[src/ordered_id_list_engine_defines.svh]
// Assertion macros shared by the ordered id list engine.
// Each macro expects signals named clock and reset in the calling module.
`ifndef ORDERED_ID_LIST_ENGINE_DEFINES_SVH
`define ORDERED_ID_LIST_ENGINE_DEFINES_SVH

// A condition that must hold at every clock edge outside reset.
`define OIDL_ASSERT_ALWAYS(label, expr, msg) \
   label: assert property (@(posedge clock) disable iff (reset) (expr)) else $error(msg);

// A consequence that must hold in the same cycle as its cause.
`define OIDL_ASSERT_SAME(label, ante, cons, msg) \
   label: assert property (@(posedge clock) disable iff (reset) (ante) |-> (cons)) \
      else $error(msg);

// A consequence that must hold in the cycle after its cause.
`define OIDL_ASSERT_NEXT(label, ante, cons, msg) \
   label: assert property (@(posedge clock) disable iff (reset) (ante) |=> (cons)) \
      else $error(msg);

`endif

[src/oidl_pkg.sv]
`timescale 1ns / 1ps

package oidl_pkg;

   localparam int OIDL_CAPACITY = 16;
   localparam int OIDL_ID_W     = 32;

   typedef enum logic [1:0] {
      REQ_ADD_FRONT = 2'd0,
      REQ_ADD_BACK  = 2'd1,
      REQ_REMOVE    = 2'd2,
      REQ_LIST      = 2'd3
   } req_kind_type;

   typedef enum logic [2:0] {
      ST_ADDED     = 3'd0,
      ST_REMOVED   = 3'd1,
      ST_FULL      = 3'd2,
      ST_NOT_FOUND = 3'd3,
      ST_EMPTY     = 3'd4,
      ST_ENTRY     = 3'd5
   } status_type;

   typedef enum logic [1:0] {
      FSM_IDLE,
      FSM_SEARCH,
      FSM_SHIFT,
      FSM_LIST
   } fsm_state_type;

endpackage

[src/oidl_ram.sv]
`timescale 1ns / 1ps

module oidl_ram #(
   parameter int WIDTH = 32,
   parameter int DEPTH = 16,
   localparam int AW   = (DEPTH > 1) ? $clog2(DEPTH) : 1
) (
   input  logic             clock,
   input  logic             wr_en,
   input  logic [AW-1:0]    wr_addr,
   input  logic [WIDTH-1:0] wr_data,
   input  logic             rd_en,
   input  logic [AW-1:0]    rd_addr,
   output logic [WIDTH-1:0] rd_data
);

   logic [WIDTH-1:0] mem [DEPTH];
   logic [WIDTH-1:0] rd_data_ff;

   // The read register holds its value while rd_en is low.
   always_ff @(posedge clock) begin
      if (wr_en) begin
         mem[wr_addr] <= wr_data;
      end
      if (rd_en) begin
         rd_data_ff <= mem[rd_addr];
      end
   end

   assign rd_data = rd_data_ff;

endmodule

[src/ordered_id_list_engine.sv]
`timescale 1ns / 1ps

// Ordered id list engine: holds up to CAPACITY signed 32-bit ids in one
// circular RAM, front first, with a head pointer and a fill count in
// registers. An add at the front or back and every full or empty answer
// are answered from the idle state. A remove reads one entry per cycle
// from the front until it matches, then moves each later entry down one
// place, and requests stall until it answers. A list streams one result
// per cycle while the result side keeps up, each entry passing through
// the RAM read register first. The single read port of the RAM sets
// this pace. Results leave through an output register, and a new request
// is taken in the idle state once that register is empty or in the
// cycle in which its result is accepted; reset needs no clearing pass.

module ordered_id_list_engine
   import oidl_pkg::*;
#(
   parameter int CAPACITY = OIDL_CAPACITY
) (
   input  logic                 clock,
   input  logic                 reset,
   input  logic                 req_valid,
   output logic                 req_stall,
   input  logic [1:0]           req_type,
   input  logic signed [31:0]   req_bunny_id,
   output logic                 rsp_valid,
   input  logic                 rsp_stall,
   output logic [2:0]           rsp_status,
   output logic signed [31:0]   rsp_entry_id,
   output logic                 rsp_last
);

`include "ordered_id_list_engine_defines.svh"

   localparam int PW = (CAPACITY > 1) ? $clog2(CAPACITY) : 1;
   localparam int CW = $clog2(CAPACITY + 1);
   localparam logic [CW-1:0] CAP_C = CW'(CAPACITY);

   // Position offset from the head, wrapped once around the ring.
   function automatic logic [PW-1:0] phys_addr(input logic [PW-1:0] base,
                                                input logic [CW-1:0] ofs);
      logic [CW:0] sum;
      sum = {{(CW + 1 - PW){1'b0}}, base} + {1'b0, ofs};
      if (sum >= (CW + 1)'(CAPACITY)) begin
         sum = sum - (CW + 1)'(CAPACITY);
      end
      return sum[PW-1:0];
   endfunction

   fsm_state_type state_ff, state_in;
   logic [PW-1:0] head_ff, head_in;
   logic [CW-1:0] count_ff, count_in;
   logic [CW-1:0] pos_ff, pos_in;
   logic [CW-1:0] rd_pos_ff, rd_pos_in;
   logic          rd_vld_ff, rd_vld_in;
   logic [OIDL_ID_W-1:0] key_ff, key_in;
   logic          rsp_valid_ff, rsp_valid_in;
   status_type    rsp_status_ff, rsp_status_in;
   logic [OIDL_ID_W-1:0] rsp_id_ff, rsp_id_in;
   logic          rsp_last_ff, rsp_last_in;

   logic          out_free;
   logic          accept;
   logic          full;
   logic          empty;
   logic          more;
   logic          rd_match;
   logic          at_last;
   logic          emit;
   logic          add_ok;
   logic          shift_vld;
   logic [CW-1:0] last_pos;
   logic [PW-1:0] head_dec;
   req_kind_type  kind;

   logic                 ram_wr_en;
   logic [PW-1:0]        ram_wr_addr;
   logic [OIDL_ID_W-1:0] ram_wr_data;
   logic                 ram_rd_en;
   logic [PW-1:0]        ram_rd_addr;
   logic [OIDL_ID_W-1:0] ram_rd_data;

   oidl_ram #(
      .WIDTH (OIDL_ID_W),
      .DEPTH (CAPACITY)
   ) u_ram (
      .clock   (clock),
      .wr_en   (ram_wr_en),
      .wr_addr (ram_wr_addr),
      .wr_data (ram_wr_data),
      .rd_en   (ram_rd_en),
      .rd_addr (ram_rd_addr),
      .rd_data (ram_rd_data)
   );

   assign out_free  = !rsp_valid_ff || !rsp_stall;
   assign req_stall = (state_ff != FSM_IDLE) || !out_free;
   assign accept    = req_valid && !req_stall;
   assign kind      = req_kind_type'(req_type);
   assign full      = (count_ff == CAP_C);
   assign empty     = (count_ff == '0);
   assign more      = (pos_ff < count_ff);
   assign last_pos  = count_ff - CW'(1);
   assign at_last   = (rd_pos_ff == last_pos);
   assign rd_match  = (ram_rd_data == key_ff);
   assign head_dec  = (head_ff == '0) ? PW'(CAPACITY - 1) : head_ff - PW'(1);
   assign add_ok    = accept && !full && (kind == REQ_ADD_FRONT || kind == REQ_ADD_BACK);
   assign shift_vld = (state_ff == FSM_SHIFT) && rd_vld_ff;

   // Next state.
   always_comb begin
      state_in = state_ff;
      unique case (state_ff)
         FSM_IDLE: begin
            if (accept && !empty) begin
               if (kind == REQ_REMOVE) begin
                  state_in = FSM_SEARCH;
               end else if (kind == REQ_LIST) begin
                  state_in = FSM_LIST;
               end
            end
         end
         FSM_SEARCH: begin
            if (rd_vld_ff && rd_match) begin
               state_in = FSM_SHIFT;
            end else if (rd_vld_ff && at_last && out_free) begin
               state_in = FSM_IDLE;
            end
         end
         FSM_SHIFT: begin
            if (!more && !rd_vld_ff && out_free) begin
               state_in = FSM_IDLE;
            end
         end
         FSM_LIST: begin
            if (rd_vld_ff && at_last && out_free) begin
               state_in = FSM_IDLE;
            end
         end
         default: state_in = FSM_IDLE;
      endcase
   end

   // Memory accesses, pointers and results.
   always_comb begin
      head_in       = head_ff;
      count_in      = count_ff;
      pos_in        = pos_ff;
      rd_pos_in     = rd_pos_ff;
      rd_vld_in     = rd_vld_ff;
      key_in        = key_ff;
      ram_wr_en     = 1'b0;
      ram_wr_addr   = phys_addr(head_ff, count_ff);
      ram_wr_data   = req_bunny_id;
      ram_rd_en     = 1'b0;
      ram_rd_addr   = phys_addr(head_ff, pos_ff);
      emit          = 1'b0;
      rsp_status_in = rsp_status_ff;
      rsp_id_in     = rsp_id_ff;
      rsp_last_in   = rsp_last_ff;

      unique case (state_ff)
         FSM_IDLE: begin
            if (accept) begin
               key_in    = req_bunny_id;
               pos_in    = '0;
               rd_vld_in = 1'b0;
               unique case (kind) inside
                  REQ_ADD_FRONT, REQ_ADD_BACK: begin
                     emit        = 1'b1;
                     rsp_id_in   = '0;
                     rsp_last_in = 1'b1;
                     if (full) begin
                        rsp_status_in = ST_FULL;
                     end else begin
                        rsp_status_in = ST_ADDED;
                        ram_wr_en     = 1'b1;
                        count_in      = count_ff + CW'(1);
                        if (kind == REQ_ADD_FRONT) begin
                           head_in     = head_dec;
                           ram_wr_addr = head_dec;
                        end
                     end
                  end
                  REQ_REMOVE, REQ_LIST: begin
                     if (empty) begin
                        emit          = 1'b1;
                        rsp_status_in = ST_EMPTY;
                        rsp_id_in     = '0;
                        rsp_last_in   = 1'b1;
                     end
                  end
                  default: ;
               endcase
            end
         end
         FSM_SEARCH: begin
            ram_rd_en = more;
            if (more) begin
               pos_in    = pos_ff + CW'(1);
               rd_pos_in = pos_ff;
               rd_vld_in = 1'b1;
            end
            if (rd_vld_ff && rd_match) begin
               // Later entries move down over the match, starting just past it.
               pos_in    = rd_pos_ff + CW'(1);
               rd_vld_in = 1'b0;
            end else if (rd_vld_ff && at_last && out_free) begin
               emit          = 1'b1;
               rsp_status_in = ST_NOT_FOUND;
               rsp_id_in     = '0;
               rsp_last_in   = 1'b1;
               rd_vld_in     = 1'b0;
            end
         end
         FSM_SHIFT: begin
            ram_rd_en = more;
            rd_vld_in = more;
            if (more) begin
               pos_in    = pos_ff + CW'(1);
               rd_pos_in = pos_ff;
            end
            if (rd_vld_ff) begin
               ram_wr_en   = 1'b1;
               ram_wr_addr = phys_addr(head_ff, rd_pos_ff - CW'(1));
               ram_wr_data = ram_rd_data;
            end
            if (!more && !rd_vld_ff && out_free) begin
               emit          = 1'b1;
               rsp_status_in = ST_REMOVED;
               rsp_id_in     = key_ff;
               rsp_last_in   = 1'b1;
               count_in      = count_ff - CW'(1);
            end
         end
         FSM_LIST: begin
            // The read register holds while a listed entry waits for the output.
            ram_rd_en = more && (!rd_vld_ff || out_free);
            if (rd_vld_ff && out_free) begin
               emit          = 1'b1;
               rsp_status_in = ST_ENTRY;
               rsp_id_in     = ram_rd_data;
               rsp_last_in   = at_last;
               rd_vld_in     = 1'b0;
            end
            if (ram_rd_en) begin
               pos_in    = pos_ff + CW'(1);
               rd_pos_in = pos_ff;
               rd_vld_in = 1'b1;
            end
         end
         default: ;
      endcase

      rsp_valid_in = emit || (rsp_valid_ff && rsp_stall);
   end

   always_ff @(posedge clock) begin
      if (reset) begin
         state_ff     <= FSM_IDLE;
         head_ff      <= '0;
         count_ff     <= '0;
         rd_vld_ff    <= 1'b0;
         rsp_valid_ff <= 1'b0;
      end else begin
         state_ff     <= state_in;
         head_ff      <= head_in;
         count_ff     <= count_in;
         rd_vld_ff    <= rd_vld_in;
         rsp_valid_ff <= rsp_valid_in;
      end
   end

   always_ff @(posedge clock) begin
      pos_ff        <= pos_in;
      rd_pos_ff     <= rd_pos_in;
      key_ff        <= key_in;
      rsp_status_ff <= rsp_status_in;
      rsp_id_ff     <= rsp_id_in;
      rsp_last_ff   <= rsp_last_in;
   end

   assign rsp_valid    = rsp_valid_ff;
   assign rsp_status   = rsp_status_ff;
   assign rsp_entry_id = rsp_id_ff;
   assign rsp_last     = rsp_last_ff;

   `OIDL_ASSERT_ALWAYS(a_count_bound, count_ff <= CAP_C, "fill count exceeds capacity")
   `OIDL_ASSERT_NEXT(a_add_grows, add_ok, count_ff == $past(count_ff) + CW'(1), "add not counted")
   `OIDL_ASSERT_SAME(a_read_in_list, rd_vld_ff, rd_pos_ff < count_ff, "read outside the list")
   `OIDL_ASSERT_SAME(a_shift_source, shift_vld, rd_pos_ff != '0, "shift from the front")

endmodule
[config.mk]
export PLATFORM = sky130hd
export DESIGN_NAME = ordered_id_list_engine
export DESIGN_NICKNAME = d
export VERILOG_FILES = /design/src/oidl_pkg.sv /design/src/oidl_ram.sv /design/src/ordered_id_list_engine.sv
export VERILOG_INCLUDE_DIRS = /design/src /design/src/src
export SDC_FILE = /design/constraint.sdc
export NUM_CORES = 1
export LEC_CHECK = 0
export BUFFER_PORTS_ARGS = -buffer_cell sky130_fd_sc_hd__buf_4
export CORE_MARGIN = 4
export CORE_UTILIZATION = 45
export DETAILED_ROUTE_END_ITERATION = 10
export GPL_ROUTABILITY_DRIVEN = 0
export HOLD_SLACK_MARGIN = 0.02
export PLACE_DENSITY = 0.63
export SLEW_MARGIN = 40
export SYNTH_ARGS = -nofsm -noshare
export SYNTH_HDL_FRONTEND = slang
export SYNTH_SLANG_ARGS = --single-unit
[constraint.sdc]
create_clock -name clock -period 6.01 [get_ports clock]
set_input_delay 0.3005 -clock clock [delete_from_list [all_inputs] [get_ports clock]]
set_output_delay 0.3005 -clock clock [all_outputs]
set_load 0.1 [all_outputs]
==> metrics.md <==
| Metric | Value |
|---|---|
| Max-slew violations | `0` |
| Reg clk slew, reported paths | `60 ps` |
| DRT met1 WL | `29600 um` |
| Synth Area per Inst | `18.7 um^2` |
| YS warnings | `0` |
| CP Class | `reg2reg` |
| Synthesized Nets | `1447` |
| Die area | `61400 um^2` |
| Initial Util | `45.6%` |
| LEAKAGE | `9.75 nW` |
| Min cycle time layout | `4090 ps` |
| Gate Count Post-Synth | `1383` |
| CTS tree | `done` |
| NetSw | `0.00314 W` |
| Post-synthesis adder-cell area fraction | `1.34%` |
| CP endpoint kind | `flop` |
| Top_reg_cell synth | `edfxtp_1` |
| CP cell instances | `inv_1 -> ha_1 -> a21boi_4 -> and4b_1 -> a21oi_1 -> a2111oi_2 -> nand2_1 -> nor2_4 -> buf_4` |
| Core Footprint | `56700 um^2` |
| Slew headroom | `43.7%` |
| Fin. Hold Viols | `0` |
| FF+latch count, synth | `635` |
| Yosys top cell by area | `edfxtp_1` |
| DR WL/cell | `28.7 um` |
| Global route overflow | `0` |
| Cell Int Power | `0.00805 W` |
| Post-synth ARST share | `0%` |
| Synth top area share | `72.2%` |
| DRT Wirelength | `67200 um` |
| Num CTS Buffers | `67` |
| Synth Area in XOR/XNOR | `1.93%` |
| RSZ-0062 raised after global routing | `false` |
| Power Density | `369 nW/um^2` |
| Mapped cell area | `25900 um^2` |
| Clock buffer depth | `3` |
| Post-synth EDFFs | `622` |
| Max_cap viols | `0` |
| Critical Path AT | `4380 ps` |
| Yosys cell types | `62` |
| Root buf cell | `clkbuf_16` |
| Clk_lat worst skew | `600 ps` |
| Initial antenna violation count | `0` |
| Initial drt markers | `1537` |
| # nets final | `1599` |
| Commonest non-fill, non-tap cells in the layout | `622 x edfxtp_1, 128 x mux4_2, 97 x buf_4` |
| Port bufs | `75` |
| CTS Sinks | `635` |
| Max stage delay on crit path | `690 ps` |
| CP bufs+invs | `2` |
| Hold crit path type | `in2reg` |
| DRT Pass-1 Iters | `7` |
| Inserted Diodes | `0` |
| Status | `complete, no violations` |
| Num ports | `76` |
| Final Cycle Share | `68.0%` |
| Tot GR Track Use | `22.2%` |
| Pin count of the biggest net entering global routing | `65` |
| Most common cell after layout, fill and taps aside | `edfxtp_1` |
| Core Rows | `87` |
| Post-DRT Antenna Nets | `0` |
| Vias in the first global route | `14000` |
| Peak VDD IR | `0.208 mV` |
| Tot Pwr | `0.0112 W` |
| Main combinational cell family by area after synthesis | `multiplexers` |
| Net switching fraction of the power | `28.0%` |
| Post-synthesis mux area share | `12.6%` |
| Met2 wire length | `29900 um` |
| Clock power share | `35.1%` |
| Die Wd | `248 um` |
| Combinational share of power | `18.6%` |
| Routed vias | `14107` |
| Htree depth | `3` |
| Slowest CP cell | `nor2_4` |
| Seq pwr share | `46.3%` |
| Setup-failing EPs final | `0` |
| DRC viols | `0` |
| Top sig layer | `met4` |
| Layout cells sized above 1 | `25.7%` |
| Area Overhead vs Synth | `17.2%` |
| Worst-Margin Slew | `845 ps` |
| Startpoint types | `flop` |
| Die height | `248 um` |
| Delay-heaviest family, CP | `simple AND/OR/NAND/NOR gates` |
| Setup tns final | `0 ps` |
| First-pass GRT wire length | `98500 um` |
| Synth top area cells | `edfxtp_1 72%, mux4_2 11%, xnor2_1 1.6%` |
| Post-detailed-route via-to-cell ratio | `6.03` |
| Critical Path RT | `6300 ps` |
| Clock skew | `24.4 ps` |
| Post-CTS Setup Repair Bufs | `0` |
| Synth Area in Compound Gates | `5.31%` |
| CP max FO | `21` |
| Post-synthesis sequential area ratio | `73.2%` |
| DP HPWL | `43900 um` |
| Simple-gate area share of the yosys netlist | `4.17%` |
| Max frequency | `245 MHz` |
| Met3 wire len | `6390 um` |
==> cell type report <==
type,count,area (um^2)
fill,4386,26400
inverter,24,92.6
tap,756,946
sequential,635,18900
multi-input combinational,655,6780
clock buffer,85,1790
timing repair buffer,152,1530
clock inverter,32,258
==> routing by layer <==
layer  up-vias  global-route usage (%)
li1       5927                       -
met1      7451                    33.5
met2       656                    32.4
met3        73                    6.20
met4         0                    5.71
met5         -                       0
==> worst reg2reg max path, stage by stage, from the launching register on <==
cell	delay, ps
dfxtp_1	380
inv_1	120
ha_1	510
a21boi_4	320
and4b_1	440
a21oi_1	150
a2111oi_2	460
nand2_1	320
nor2_4	700
buf_4	380
==> metrics by stage <==
stage,area (um^2),hold slack (ps),utilization (%),setup WS (ps),std cells
floorplan,25900,373,-,1530,1383
global placement,27500,500,48.5,1940,2170
detailed placement,27900,503,49.3,1960,2188
CTS,30300,99.0,53.5,1950,2339
global route,30300,157,53.5,1720,2339
finish,30300,140,53.5,1920,2339
==> synth_stat cells, types with 3 or more instances <==
cell type	count
buf_4	3
nor3_1	10
o31ai_1	7
xnor2_1	48
mux2_2	33
or3_1	5
a211oi_1	35
nor2_1	33
dfxtp_1	13
o211ai_1	4
mux4_2	128
and2_1	34
ha_1	23
buf_2	16
xor2_1	9
or4_1	3
a22o_1	32
a21oi_1	25
inv_1	24
fa_1	3
nand4_1	16
nor2b_1	4
nor4_1	4
a21o_1	6
a31oi_1	36
nand2_1	87
clkbuf_1	43
nand3_1	14
o21ai_0	13
edfxtp_1	622
a311oi_1	5
o221ai_1	4
buf_1	7
==> cell families (layout without fill, tap and decap cells) <==
| kind of cell | count (synthesis) | count (layout) |
|---|---|---|
| buffers and inverters | 93 | 293 |
| AO/OA/AOI/OAI | 188 | 188 |
| XOR/XNOR | 57 | 57 |
| flip-flops | 635 | 635 |
| adder cells (fa/ha/maj) | 26 | 26 |
| multiplexers | 162 | 162 |
| AND/OR/NAND/NOR | 222 | 222 |
==> power groups by stage <==
| stage | sequential (W) | clock [W] | combinational [W] |
|---|---|---|---|
| final | 0.00518 | 0.00392 | 0.00208 |
| after global routing | 0.00519 | 0.00418 | 0.00222 |
| after CTS | 0.00518 | 0.00398 | 0.00210 |
| after detailed placement | 0.00527 | 0 | 0.00207 |
| after global placement | 0.00526 | 0 | 0.00203 |
| after floorplan | 0.00558 | 0 | 0.00107 |
==> timing repair <==
item,4_1_cts,5_1_grt
resized for setup,0,0
hold endpoints to repair,44,0
hold buffers,34,0
==> path summary, 6_finish.rpt <==
path                                   from          endpoint  slack, ps  cells after the start
worst max-delay path            state_ff[0]  u_ram.mem[4][17]       1920                      9
worst min-delay path              rsp_stall         rsp_valid        140                      3
worst max register to register  state_ff[0]  u_ram.mem[4][17]       1920                      9
worst min register to register  count_ff[4]       count_ff[4]        540                      2
==> flip-flops by register name (all words and copies together) (netlist names) <==
signal / count
rd_vld_ff: 1
state_ff: 2
head_ff: 4
pos_ff: 5
rsp_last: 1
u_ram.mem: 512
rsp_status: 3
rsp_valid: 1
count_ff: 5
rd_pos_ff: 5
rsp_entry_id: 32
key_ff: 32
u_ram.rd_data: 32
Power figures use the tool's default switching activity.
